<file path="src/rtl/air_pkg.sv">
// shared types and constants for the acknowledged item reassembler
package air_pkg;

    localparam int MaxItemBytes = 32;
    localparam int ByteIdxW     = $clog2(MaxItemBytes);
    localparam int LenW         = 6;
    localparam int CfgIdxW      = 3;
    localparam int CfgDataW     = 32;

    localparam logic [1:0] OP_ARM   = 2'd0;
    localparam logic [1:0] OP_FRAME = 2'd1;
    localparam logic [1:0] OP_TICK  = 2'd2;

    localparam logic [1:0] KIND_ACK  = 2'd0;
    localparam logic [1:0] KIND_DATA = 2'd1;
    localparam logic [1:0] KIND_FAIL = 2'd2;

    localparam logic [CfgIdxW-1:0] CFG_HEAD_FIRST      = 3'd0;
    localparam logic [CfgIdxW-1:0] CFG_HEAD_SECOND     = 3'd1;
    localparam logic [CfgIdxW-1:0] CFG_TAIL_VALUE      = 3'd2;
    localparam logic [CfgIdxW-1:0] CFG_DATA_TYPE_BASE  = 3'd3;
    localparam logic [CfgIdxW-1:0] CFG_ACK_TYPE_BASE   = 3'd4;
    localparam logic [CfgIdxW-1:0] CFG_EXPECTED_LENGTH = 3'd5;
    localparam logic [CfgIdxW-1:0] CFG_WAIT_LIMIT_MS   = 3'd6;

    typedef enum logic [1:0] {
        ST_IDLE,
        ST_EVAL,
        ST_READ,
        ST_EMIT
    } state_t;

    typedef struct packed {
        logic capture;
        logic commit;
        logic idx_clear;
        logic idx_inc;
        logic emit;
        logic finish;
    } ctrl_cmd_t;

    typedef struct packed {
        logic has_result;
        logic complete;
        logic out_free;
        logic last_byte;
    } dp_status_t;

endpackage

</file>
<file path="src/rtl/acked_item_reassembler_top.sv">
// top level of the acknowledged item reassembler
//
//  port group    dir   handshake              contents
//  s_*           in    s_valid / s_ready      operation and 8 frame bytes
//  m_*           out   m_valid / m_ready      ack, data byte or failure (timeout or bad length) result
//  cfg_*         in    cfg_valid / cfg_ready  register index and write data
//
// a request is captured, then evaluated and the state updated when the result register is free
// a completed item then emits each stored byte, each first read through the registered read of the byte store
// a request is taken while the previous result still waits in the result register
// m_ready low stalls the evaluate step or the byte run until the result register drains
// synchronous active-low reset clears the wait, session and result valid; byte store is not cleared
module acked_item_reassembler_top (
    input  logic                         aclk,
    input  logic                         aresetn,
    input  logic                         s_valid,
    output logic                         s_ready,
    input  logic [1:0]                   s_operation,
    input  logic [7:0]                   s_frame_head0,
    input  logic [7:0]                   s_frame_head1,
    input  logic [7:0]                   s_frame_type,
    input  logic [7:0]                   s_frame_item,
    input  logic [7:0]                   s_frame_seq,
    input  logic [7:0]                   s_frame_payload,
    input  logic [7:0]                   s_frame_check,
    input  logic [7:0]                   s_frame_tail,
    output logic                         m_valid,
    input  logic                         m_ready,
    output logic [1:0]                   m_result_kind,
    output logic [7:0]                   m_ack_type,
    output logic [7:0]                   m_ack_item,
    output logic [7:0]                   m_ack_seq,
    output logic [4:0]                   m_data_offset,
    output logic [7:0]                   m_data_byte,
    output logic [7:0]                   m_item_id,
    output logic                         m_last,
    input  logic                         cfg_valid,
    output logic                         cfg_ready,
    input  logic [air_pkg::CfgIdxW-1:0]  cfg_index,
    input  logic [air_pkg::CfgDataW-1:0] cfg_data
);

    air_pkg::ctrl_cmd_t  cmd;
    air_pkg::dp_status_t status;

    assign cfg_ready = 1'b1;

    air_ctrl u_ctrl (
        .aclk    (aclk),
        .aresetn (aresetn),
        .s_valid (s_valid),
        .s_ready (s_ready),
        .status  (status),
        .cmd     (cmd)
    );

    air_datapath u_datapath (
        .aclk            (aclk),
        .aresetn         (aresetn),
        .cmd             (cmd),
        .status          (status),
        .cfg_valid       (cfg_valid),
        .cfg_index       (cfg_index),
        .cfg_data        (cfg_data),
        .s_operation     (s_operation),
        .s_frame_head0   (s_frame_head0),
        .s_frame_head1   (s_frame_head1),
        .s_frame_type    (s_frame_type),
        .s_frame_item    (s_frame_item),
        .s_frame_seq     (s_frame_seq),
        .s_frame_payload (s_frame_payload),
        .s_frame_check   (s_frame_check),
        .s_frame_tail    (s_frame_tail),
        .m_valid         (m_valid),
        .m_ready         (m_ready),
        .m_result_kind   (m_result_kind),
        .m_ack_type      (m_ack_type),
        .m_ack_item      (m_ack_item),
        .m_ack_seq       (m_ack_seq),
        .m_data_offset   (m_data_offset),
        .m_data_byte     (m_data_byte),
        .m_item_id       (m_item_id),
        .m_last          (m_last)
    );

endmodule

</file>
<file path="src/rtl/air_ram.sv">
// generic single write port ram with registered read
module air_ram #(
    parameter int Width = 8,
    parameter int Depth = 32
) (
    input  logic                     aclk,
    input  logic                     we,
    input  logic [$clog2(Depth)-1:0] waddr,
    input  logic [Width-1:0]         wdata,
    input  logic [$clog2(Depth)-1:0] raddr,
    output logic [Width-1:0]         rdata
);

    logic [Width-1:0] mem_reg [Depth];
    logic [Width-1:0] rdata_reg;

    always_ff @(posedge aclk) begin
        if (we) begin
            mem_reg[waddr] <= wdata;
        end
        rdata_reg <= mem_reg[raddr];
    end

    assign rdata = rdata_reg;

endmodule

</file>
<file path="src/rtl/air_ctrl.sv">
// controller state machine for the acknowledged item reassembler
module air_ctrl (
    input  logic               aclk,
    input  logic               aresetn,
    input  logic               s_valid,
    output logic               s_ready,
    input  air_pkg::dp_status_t status,
    output air_pkg::ctrl_cmd_t  cmd
);

    air_pkg::state_t state_reg;
    air_pkg::state_t state_next;

    always_ff @(posedge aclk) begin
        if (!aresetn) begin
            state_reg <= air_pkg::ST_IDLE;
        end else begin
            state_reg <= state_next;
        end
    end

    always_comb begin
        state_next = state_reg;
        cmd        = '0;
        s_ready    = 1'b0;
        unique case (state_reg)
            air_pkg::ST_IDLE: begin
                s_ready = 1'b1;
                if (s_valid) begin
                    cmd.capture = 1'b1;
                    state_next  = air_pkg::ST_EVAL;
                end
            end
            air_pkg::ST_EVAL: begin
                if (status.out_free || !status.has_result) begin
                    cmd.commit = 1'b1;
                    if (status.complete) begin
                        cmd.idx_clear = 1'b1;
                        state_next    = air_pkg::ST_READ;
                    end else begin
                        state_next = air_pkg::ST_IDLE;
                    end
                end
            end
            air_pkg::ST_READ: begin
                state_next = air_pkg::ST_EMIT;
            end
            air_pkg::ST_EMIT: begin
                if (status.out_free) begin
                    cmd.emit = 1'b1;
                    if (status.last_byte) begin
                        cmd.finish = 1'b1;
                        state_next = air_pkg::ST_IDLE;
                    end else begin
                        cmd.idx_inc = 1'b1;
                        state_next  = air_pkg::ST_READ;
                    end
                end
            end
            default: begin
                state_next = air_pkg::ST_IDLE;
            end
        endcase
    end

    a_one_action: assert property (@(posedge aclk) disable iff (!aresetn)
        $onehot0({cmd.capture, cmd.commit, cmd.emit}))
        else $error("controller issued more than one action");

    a_emit_follows_read: assert property (@(posedge aclk) disable iff (!aresetn)
        state_reg == air_pkg::ST_READ |=> state_reg == air_pkg::ST_EMIT)
        else $error("read not followed by emit");

endmodule

</file>
<file path="src/rtl/air_datapath.sv">
// datapath: config registers, frame checks, session state, byte store, result register
module air_datapath (
    input  logic                         aclk,
    input  logic                         aresetn,
    input  air_pkg::ctrl_cmd_t           cmd,
    output air_pkg::dp_status_t          status,
    input  logic                         cfg_valid,
    input  logic [air_pkg::CfgIdxW-1:0]  cfg_index,
    input  logic [air_pkg::CfgDataW-1:0] cfg_data,
    input  logic [1:0]                   s_operation,
    input  logic [7:0]                   s_frame_head0,
    input  logic [7:0]                   s_frame_head1,
    input  logic [7:0]                   s_frame_type,
    input  logic [7:0]                   s_frame_item,
    input  logic [7:0]                   s_frame_seq,
    input  logic [7:0]                   s_frame_payload,
    input  logic [7:0]                   s_frame_check,
    input  logic [7:0]                   s_frame_tail,
    output logic                         m_valid,
    input  logic                         m_ready,
    output logic [1:0]                   m_result_kind,
    output logic [7:0]                   m_ack_type,
    output logic [7:0]                   m_ack_item,
    output logic [7:0]                   m_ack_seq,
    output logic [4:0]                   m_data_offset,
    output logic [7:0]                   m_data_byte,
    output logic [7:0]                   m_item_id,
    output logic                         m_last
);

    localparam int NB = air_pkg::MaxItemBytes;
    localparam int IW = air_pkg::ByteIdxW;
    localparam int LW = air_pkg::LenW;

    // config registers
    logic [7:0]    head_first_reg, head_second_reg, tail_value_reg;
    logic [7:0]    data_type_base_reg, ack_type_base_reg;
    logic [LW-1:0] expected_length_reg;
    logic [31:0]   wait_limit_reg;

    always_ff @(posedge aclk) begin
        if (!aresetn) begin
            head_first_reg      <= 8'd0;
            head_second_reg     <= 8'd0;
            tail_value_reg      <= 8'd0;
            data_type_base_reg  <= 8'd0;
            ack_type_base_reg   <= 8'd0;
            expected_length_reg <= LW'(1);
            wait_limit_reg      <= 32'd0;
        end else if (cfg_valid) begin
            unique case (cfg_index)
                air_pkg::CFG_HEAD_FIRST:      head_first_reg      <= cfg_data[7:0];
                air_pkg::CFG_HEAD_SECOND:     head_second_reg     <= cfg_data[7:0];
                air_pkg::CFG_TAIL_VALUE:      tail_value_reg      <= cfg_data[7:0];
                air_pkg::CFG_DATA_TYPE_BASE:  data_type_base_reg  <= cfg_data[7:0];
                air_pkg::CFG_ACK_TYPE_BASE:   ack_type_base_reg   <= cfg_data[7:0];
                air_pkg::CFG_EXPECTED_LENGTH: expected_length_reg <= cfg_data[LW-1:0];
                air_pkg::CFG_WAIT_LIMIT_MS:   wait_limit_reg      <= cfg_data[31:0];
                default: ;
            endcase
        end
    end

    // captured request
    logic [1:0] op_reg;
    logic [7:0] head0_reg, head1_reg, type_reg, item_reg, seq_reg;
    logic [7:0] pay_reg, check_reg, tail_reg;

    always_ff @(posedge aclk) begin
        if (cmd.capture) begin
            op_reg    <= s_operation;
            head0_reg <= s_frame_head0;
            head1_reg <= s_frame_head1;
            type_reg  <= s_frame_type;
            item_reg  <= s_frame_item;
            seq_reg   <= s_frame_seq;
            pay_reg   <= s_frame_payload;
            check_reg <= s_frame_check;
            tail_reg  <= s_frame_tail;
        end
    end

    // wait and session state
    logic          armed_reg, armed_next;
    logic          open_reg, open_next;
    logic [7:0]    sess_item_reg, sess_item_next;
    logic [7:0]    sess_seq_reg, sess_seq_next;
    logic [LW-1:0] count_reg, count_next;
    logic [NB-1:0] mask_reg, mask_next;
    logic [31:0]   elapsed_reg, elapsed_next;
    logic [LW-1:0] idx_reg, idx_next;

    // request evaluation
    logic          is_arm, is_tick, is_frame, len_bad;
    logic [31:0]   elapsed_inc;
    logic          tick_live, tick_fire;
    logic [7:0]    sum;
    logic [8:0]    type_end;
    logic          type_ok, frame_ok, in_range, restart, is_new, complete;
    logic [7:0]    off_full;
    logic [IW-1:0] off;
    logic [7:0]    ack_code;
    logic [NB-1:0] mask_base, off_bit;
    logic [LW-1:0] count_new;
    logic          has_result, store_we;
    logic [7:0]    rdata;

    always_comb begin
        is_arm      = (op_reg == air_pkg::OP_ARM);
        is_tick     = (op_reg == air_pkg::OP_TICK);
        is_frame    = (op_reg == air_pkg::OP_FRAME);
        len_bad     = (expected_length_reg == '0) || (expected_length_reg > LW'(NB));
        elapsed_inc = (elapsed_reg == '1) ? elapsed_reg : elapsed_reg + 32'd1;
        tick_live   = is_tick && armed_reg && (wait_limit_reg != 32'd0);
        tick_fire   = tick_live && (elapsed_inc >= wait_limit_reg);
        sum         = type_reg + item_reg + seq_reg + pay_reg;
        type_end    = {1'b0, data_type_base_reg} + 9'(NB);
        type_ok     = (type_reg >= data_type_base_reg) && ({1'b0, type_reg} < type_end);
        frame_ok    = is_frame && armed_reg && (head0_reg == head_first_reg)
                      && (head1_reg == head_second_reg) && (tail_reg == tail_value_reg)
                      && (check_reg == sum) && type_ok;
        off_full    = type_reg - data_type_base_reg;
        off         = off_full[IW-1:0];
        ack_code    = ack_type_base_reg + 8'(off);
        in_range    = LW'(off) < expected_length_reg;
        restart     = !open_reg || (item_reg != sess_item_reg) || (seq_reg != sess_seq_reg);
        mask_base   = restart ? '0 : mask_reg;
        off_bit     = NB'(1) << off;
        is_new      = !mask_base[off];
        count_new   = (restart ? '0 : count_reg) + LW'(is_new);
        complete    = frame_ok && in_range && (count_new >= expected_length_reg);
        has_result  = (is_arm && len_bad) || tick_fire || frame_ok;
        store_we    = cmd.commit && frame_ok && in_range && is_new;
    end

    always_comb begin
        armed_next     = armed_reg;
        open_next      = open_reg;
        sess_item_next = sess_item_reg;
        sess_seq_next  = sess_seq_reg;
        count_next     = count_reg;
        mask_next      = mask_reg;
        elapsed_next   = elapsed_reg;
        idx_next       = idx_reg;
        if (cmd.commit) begin
            if (is_arm) begin
                armed_next   = !len_bad;
                open_next    = 1'b0;
                elapsed_next = 32'd0;
                count_next   = '0;
                mask_next    = '0;
            end else if (tick_live) begin
                elapsed_next = elapsed_inc;
                if (tick_fire) begin
                    armed_next = 1'b0;
                end
            end else if (frame_ok && in_range) begin
                open_next      = 1'b1;
                sess_item_next = item_reg;
                sess_seq_next  = seq_reg;
                mask_next      = mask_base | off_bit;
                count_next     = count_new;
            end
        end
        if (cmd.finish) begin
            armed_next = 1'b0;
            open_next  = 1'b0;
        end
        if (cmd.idx_clear) begin
            idx_next = '0;
        end else if (cmd.idx_inc) begin
            idx_next = idx_reg + LW'(1);
        end
    end

    always_ff @(posedge aclk) begin
        if (!aresetn) begin
            armed_reg     <= 1'b0;
            open_reg      <= 1'b0;
            sess_item_reg <= 8'd0;
            sess_seq_reg  <= 8'd0;
            count_reg     <= '0;
            mask_reg      <= '0;
            elapsed_reg   <= 32'd0;
            idx_reg       <= '0;
        end else begin
            armed_reg     <= armed_next;
            open_reg      <= open_next;
            sess_item_reg <= sess_item_next;
            sess_seq_reg  <= sess_seq_next;
            count_reg     <= count_next;
            mask_reg      <= mask_next;
            elapsed_reg   <= elapsed_next;
            idx_reg       <= idx_next;
        end
    end

    air_ram #(
        .Width (8),
        .Depth (NB)
    ) u_store (
        .aclk  (aclk),
        .we    (store_we),
        .waddr (off),
        .wdata (pay_reg),
        .raddr (idx_reg[IW-1:0]),
        .rdata (rdata)
    );

    // result register
    logic       out_valid_reg, out_valid_next;
    logic [1:0] kind_reg;
    logic [7:0] ack_type_reg, ack_item_reg, ack_seq_reg;
    logic [4:0] offset_reg;
    logic [7:0] byte_reg, id_reg;
    logic       last_reg;
    logic       out_free, last_byte, load_result;

    assign out_free    = !out_valid_reg || m_ready;
    assign last_byte   = (idx_reg + LW'(1)) == expected_length_reg;
    assign load_result = cmd.commit && has_result;

    always_comb begin
        out_valid_next = out_valid_reg;
        if (load_result || cmd.emit) begin
            out_valid_next = 1'b1;
        end else if (m_ready) begin
            out_valid_next = 1'b0;
        end
    end

    always_ff @(posedge aclk) begin
        if (!aresetn) begin
            out_valid_reg <= 1'b0;
        end else begin
            out_valid_reg <= out_valid_next;
        end
    end

    always_ff @(posedge aclk) begin
        if (load_result) begin
            offset_reg <= 5'd0;
            byte_reg   <= 8'd0;
            id_reg     <= 8'd0;
            if (frame_ok) begin
                kind_reg     <= air_pkg::KIND_ACK;
                ack_type_reg <= ack_code;
                ack_item_reg <= item_reg;
                ack_seq_reg  <= seq_reg;
                last_reg     <= !complete;
            end else begin
                kind_reg     <= air_pkg::KIND_FAIL;
                ack_type_reg <= 8'd0;
                ack_item_reg <= 8'd0;
                ack_seq_reg  <= 8'd0;
                last_reg     <= 1'b1;
            end
        end else if (cmd.emit) begin
            kind_reg     <= air_pkg::KIND_DATA;
            ack_type_reg <= 8'd0;
            ack_item_reg <= 8'd0;
            ack_seq_reg  <= 8'd0;
            offset_reg   <= 5'(idx_reg[IW-1:0]);
            byte_reg     <= mask_reg[idx_reg[IW-1:0]] ? rdata : 8'd0;
            id_reg       <= sess_item_reg;
            last_reg     <= last_byte;
        end
    end

    assign m_valid       = out_valid_reg;
    assign m_result_kind = kind_reg;
    assign m_ack_type    = ack_type_reg;
    assign m_ack_item    = ack_item_reg;
    assign m_ack_seq     = ack_seq_reg;
    assign m_data_offset = offset_reg;
    assign m_data_byte   = byte_reg;
    assign m_item_id     = id_reg;
    assign m_last        = last_reg;

    assign status.has_result = has_result;
    assign status.complete   = complete;
    assign status.out_free   = out_free;
    assign status.last_byte  = last_byte;

    a_count_matches_mask: assert property (@(posedge aclk) disable iff (!aresetn)
        32'(count_reg) == 32'($countones(mask_reg)))
        else $error("received count out of step with mask");

    a_emit_while_armed: assert property (@(posedge aclk) disable iff (!aresetn)
        cmd.emit |-> armed_reg && open_reg)
        else $error("byte emitted outside an open session");

    a_no_result_overwrite: assert property (@(posedge aclk) disable iff (!aresetn)
        (load_result || cmd.emit) |-> out_free)
        else $error("result register overwritten before taken");

endmodule

</file>
<file path="config.mk">
export PLATFORM = sky130hd
export DESIGN_NAME = acked_item_reassembler_top
export DESIGN_NICKNAME = d
export VERILOG_FILES = /design/src/rtl/air_pkg.sv /design/src/rtl/acked_item_reassembler_top.sv /design/src/rtl/air_ram.sv /design/src/rtl/air_ctrl.sv /design/src/rtl/air_datapath.sv
export SDC_FILE = /design/constraint.sdc
export NUM_CORES = 1
export LEC_CHECK = 0
export ABC_CLOCK_PERIOD_IN_PS = 13600
export BUFFER_PORTS_ARGS = -buffer_cell sky130_fd_sc_hd__buf_4
export CAP_MARGIN = 20
export CORE_UTILIZATION = 46
export DETAILED_ROUTE_END_ITERATION = 7
export GPL_TIMING_DRIVEN = 1
export SLEW_MARGIN = 20
export SYNTH_ARGS = -nofsm -noshare
export SYNTH_HDL_FRONTEND = slang
export SYNTH_SLANG_ARGS = --single-unit
</file>
<file path="constraint.sdc">
create_clock -name aclk -period 13.6 [get_ports aclk]
set_input_delay 0.68 -clock aclk [delete_from_list [all_inputs] [get_ports aclk]]
set_output_delay 0.68 -clock aclk [all_outputs]
set_load 0.01 [all_outputs]
</file>
==> flow_metrics.env <==
export IMPL_cpMaxStageDelayCell="nor4_2"
export IMPL_syn_inst=2062
export IMPL_dr_pass1_iters=5
export IMPL_critPathKind="reg -> reg"
export IMPL_area_delta_synth_final_pct=14.9
export IMPL_hold_depth=1
export IMPL_status="completed"
export IMPL_final_max_slew_viol_count=0
export IMPL_p_sw_frac=0.235
export IMPL_wl_per_cell_microns=21.6
export IMPL_setup_viol_count_final=0
export IMPL_p_comb_frac=0.078
export IMPL_antenna_found_initial=2
export IMPL_wirelength_microns=63900
export IMPL_cts_resized=0
export IMPL_met2WireLength_microns=32000
export IMPL_rrSetupSlack_ns=7.17
export IMPL_finalHoldViolCount=0
export IMPL_post_cts_buffers=0
export IMPL_grt_pass1_wl_microns=97800
export IMPL_syn_area_per_cell_sq_um=12.3
export IMPL_fin_nets=2402
export IMPL_die_h_microns=236
export IMPL_drive_gt1_frac=0.187
export IMPL_r2r_start="u_datapath.pay_reg[1]$_DFFE_PP_"
export IMPL_synth_main_ff_cell="edfxtp_1"
export IMPL_rows=85
export IMPL_crit_start="u_datapath.pay_reg[1]$_DFFE_PP_"
export IMPL_dpl_worst_slack_ns=7.17
export IMPL_port_buffers=155
export IMPL_sequentialPowerShare=0.496
export IMPL_clockBufferDepth=3
export IMPL_p_leak_nw=10.1
export IMPL_fill_cells=4606
export IMPL_slew_headroom=0.247
export IMPL_syn_num_nets=2254
export IMPL_synth_area_sq_mm=0.0253
export IMPL_p_int_mw=2.81
export IMPL_cp_depth=14
export IMPL_fin_crit_sh=0.473
export IMPL_htreeDepth=2
export IMPL_largest_reg_flops=256
export IMPL_synth_edf_count=349
export IMPL_insertion_delay_ns=0.62
export IMPL_wl_met3_microns=3060
export IMPL_fin_tns_setup_ns=0
export IMPL_drtAntennaViolNets=0
export IMPL_arrival_ns=6.71
export IMPL_period_needed_ns=6.43
export IMPL_finalWorstSetupSlack_ns=7.17
export IMPL_maxCapViolations=0
export IMPL_power_density_mw_per_mm2=127
export IMPL_top_layer="met4"
export IMPL_rsz0062_at_grt="no"
export IMPL_ios=157
export IMPL_fin_worst_skew_ns=0.0217
export IMPL_grt_usage=0.229
export IMPL_core_sq_mm=0.0540
export IMPL_worst_endpoint_required_ns=13.88
export IMPL_ys_ff_latch=553
export IMPL_clkTransAtPathRegs_ns=0.06
export IMPL_start_util=0.468
export IMPL_grt_max_degree=77
export IMPL_startpoint_type="flop"
export IMPL_max_freq_mhz=155
export IMPL_num_vias=16600
export IMPL_grt_overflow_total=0
export IMPL_max_vdd_ir_drop_v=0.000137
export IMPL_holdBufCountCts=0
export IMPL_p_switching_mw=0.866
export IMPL_crit_fanout=33
export IMPL_synth_distinct_cells=83
export IMPL_hold_path_startpoint="s_operation[0]"
export IMPL_r2r_worst_path_cells=14
export IMPL_ys_warn_count=0
export IMPL_viasPerCell=5.64
export IMPL_m1WireLength_microns=27600
export IMPL_drtIter0Drc=1316
export IMPL_crit_path_frequent_cell="fa_1"
export IMPL_endpoint_kind="flop"
export IMPL_die_area_sq_mm=0.0559
export IMPL_ys_async_sr_fraction=0
export IMPL_power_mw=3.68
export IMPL_path_cells="buf_4 -> fa_1 -> fa_1 -> ha_1 -> inv_1 -> fa_1 -> xnor2_1 -> nor4_1 -> nand4_1 -> nor4_1 -> and4_1 -> nand2_1 -> nor4_2 -> and2_1"
export IMPL_cts_sinks=553
export IMPL_cp_slowest_stage_delay_ns=0.89
export IMPL_clockPowerShare=0.426
export IMPL_die_w_microns=236
export IMPL_cts_tree="done"
export IMPL_globalplace_congestion=0.848
export IMPL_yosysSeqAreaShare=0.576
export IMPL_numCtsBuffers=56
export IMPL_crit_buf_inv=2
export IMPL_min_path_type="in -> reg"
export IMPL_worst_slew_pin_slew_ns=1.13
export IMPL_route_detailed_drc=0
export IMPL_dpl_hpwl_microns=43200
export IMPL_grt_pass1_vias=16500
export IMPL_path_delay_family="simple AND/OR/NAND/NOR gates"
export IMPL_root_buffer="clkbuf_16"
[power by group through the flow]
stage          logic, mW  registers (mW)  clock network [mW]
2_1_floorplan      0.176            1.86                   0
3_3_place_gp       0.281            1.86                   0
3_5_place_dp       0.285            1.86                   0
4_1_cts            0.287            1.82                1.60
5_1_grt            0.315            1.82                1.66
6_report           0.286            1.82                1.57
[synthesized netlist by cell type (7+ instances only)]
library cell	instances	area share
ha_1	70	0.035
edfxtp_1	349	0.41
a22o_1	8	0.0028
xnor2_1	43	0.015
nor2_1	113	0.017
o21ai_0	56	0.011
a21oi_1	157	0.031
nand2_1	326	0.048
mux2i_1	12	0.0048
o211ai_1	8	0.0024
inv_1	75	0.011
mux4_2	98	0.087
and2_1	60	0.015
nand4_1	15	0.0037
nand3_1	33	0.0065
clkbuf_1	62	0.0092
buf_2	19	0.0038
nand3b_1	10	0.0030
nor2b_1	13	0.0032
mux2_2	13	0.0058
nor4_1	30	0.0074
dfxtp_1	204	0.16
nand2b_1	11	0.0027
xor2_1	58	0.020
nor3_1	18	0.0036
o21a_1	12	0.0036
a21o_1	11	0.0033
and3_1	13	0.0032
a22oi_1	32	0.0095
a211oi_1	9	0.0027
or3_1	7	0.0017
fa_1	16	0.013
[stage by stage]
stage | hold WS, ns | std cells | utilization | cell area (sq um)
after detailed placement | 0.426 | 2848 | 0.502 | 27100
final | 0.229 | 2953 | 0.537 | 29000
after global routing | 0.197 | 2953 | 0.537 | 29000
after global placement | 0.428 | 2848 | 0.502 | 27100
after floorplan | 0.420 | 2062 | - | 25300
after CTS | 0.192 | 2952 | 0.537 | 29000
[layout by cell type (no fill, tap or decap), types with 33 or more instances in the layout]
cell type,count
a21oi_1,157
ha_1,70
inv_1,74
clkbuf_16,58
xnor2_1,43
nand2_1,326
xor2_1,58
nor2_1,111
o21ai_0,56
nand3_1,33
and2_1,59
mux4_2,98
dfxtp_1,202
edfxtp_1,349
buf_4,181
[routing by layer]
| metal | global-route usage | up-vias |
|---|---|---|
| li1 | - | 7854 |
| met4 | 0.0567 | 0 |
| met2 | 0.393 | 425 |
| met5 | 0 | - |
| met3 | 0.0344 | 84 |
| met1 | 0.305 | 8285 |
[logic make-up (layout without fill, tap and decap cells)]
family	Yosys count	after routing	share of synthesized area
AO/OA/AOI/OAI	344	344	0.0846
XOR/XNOR	105	105	0.0384
adder cells (fa/ha/maj)	86	86	0.0473
buffers and inverters	167	361	0.0268
flip-flops	553	553	0.576
multiplexers	123	123	0.0979
other	1	2	0.000148
AND/OR/NAND/NOR	683	683	0.128
[final timing paths]
path                                                     end
setup / recovery  u_datapath.u_store.mem_reg[5][4]$_DFFE_PP_
hold reg to reg       u_datapath.m_data_byte[1]$_SDFFE_PP0P_
hold / removal                u_datapath.op_reg[0]$_DFFE_PP_
setup reg to reg  u_datapath.u_store.mem_reg[5][4]$_DFFE_PP_
[layout make-up]
cell class / count / area (sq um) / area share
Antenna cell: 1 / 2.50 / 0.0000862
Sequential cell: 553 / 14600 / 0.502
Tap cell: 696 / 871 / 0.0300
Clock buffer: 65 / 1520 / 0.0523
Clock inverter: 39 / 368 / 0.0127
Multi-Input combinational cell: 1342 / 10000 / 0.346
Inverter: 76 / 287 / 0.00987
Timing Repair Buffer: 181 / 1360 / 0.0468
(Power assumes the default switching activity.)
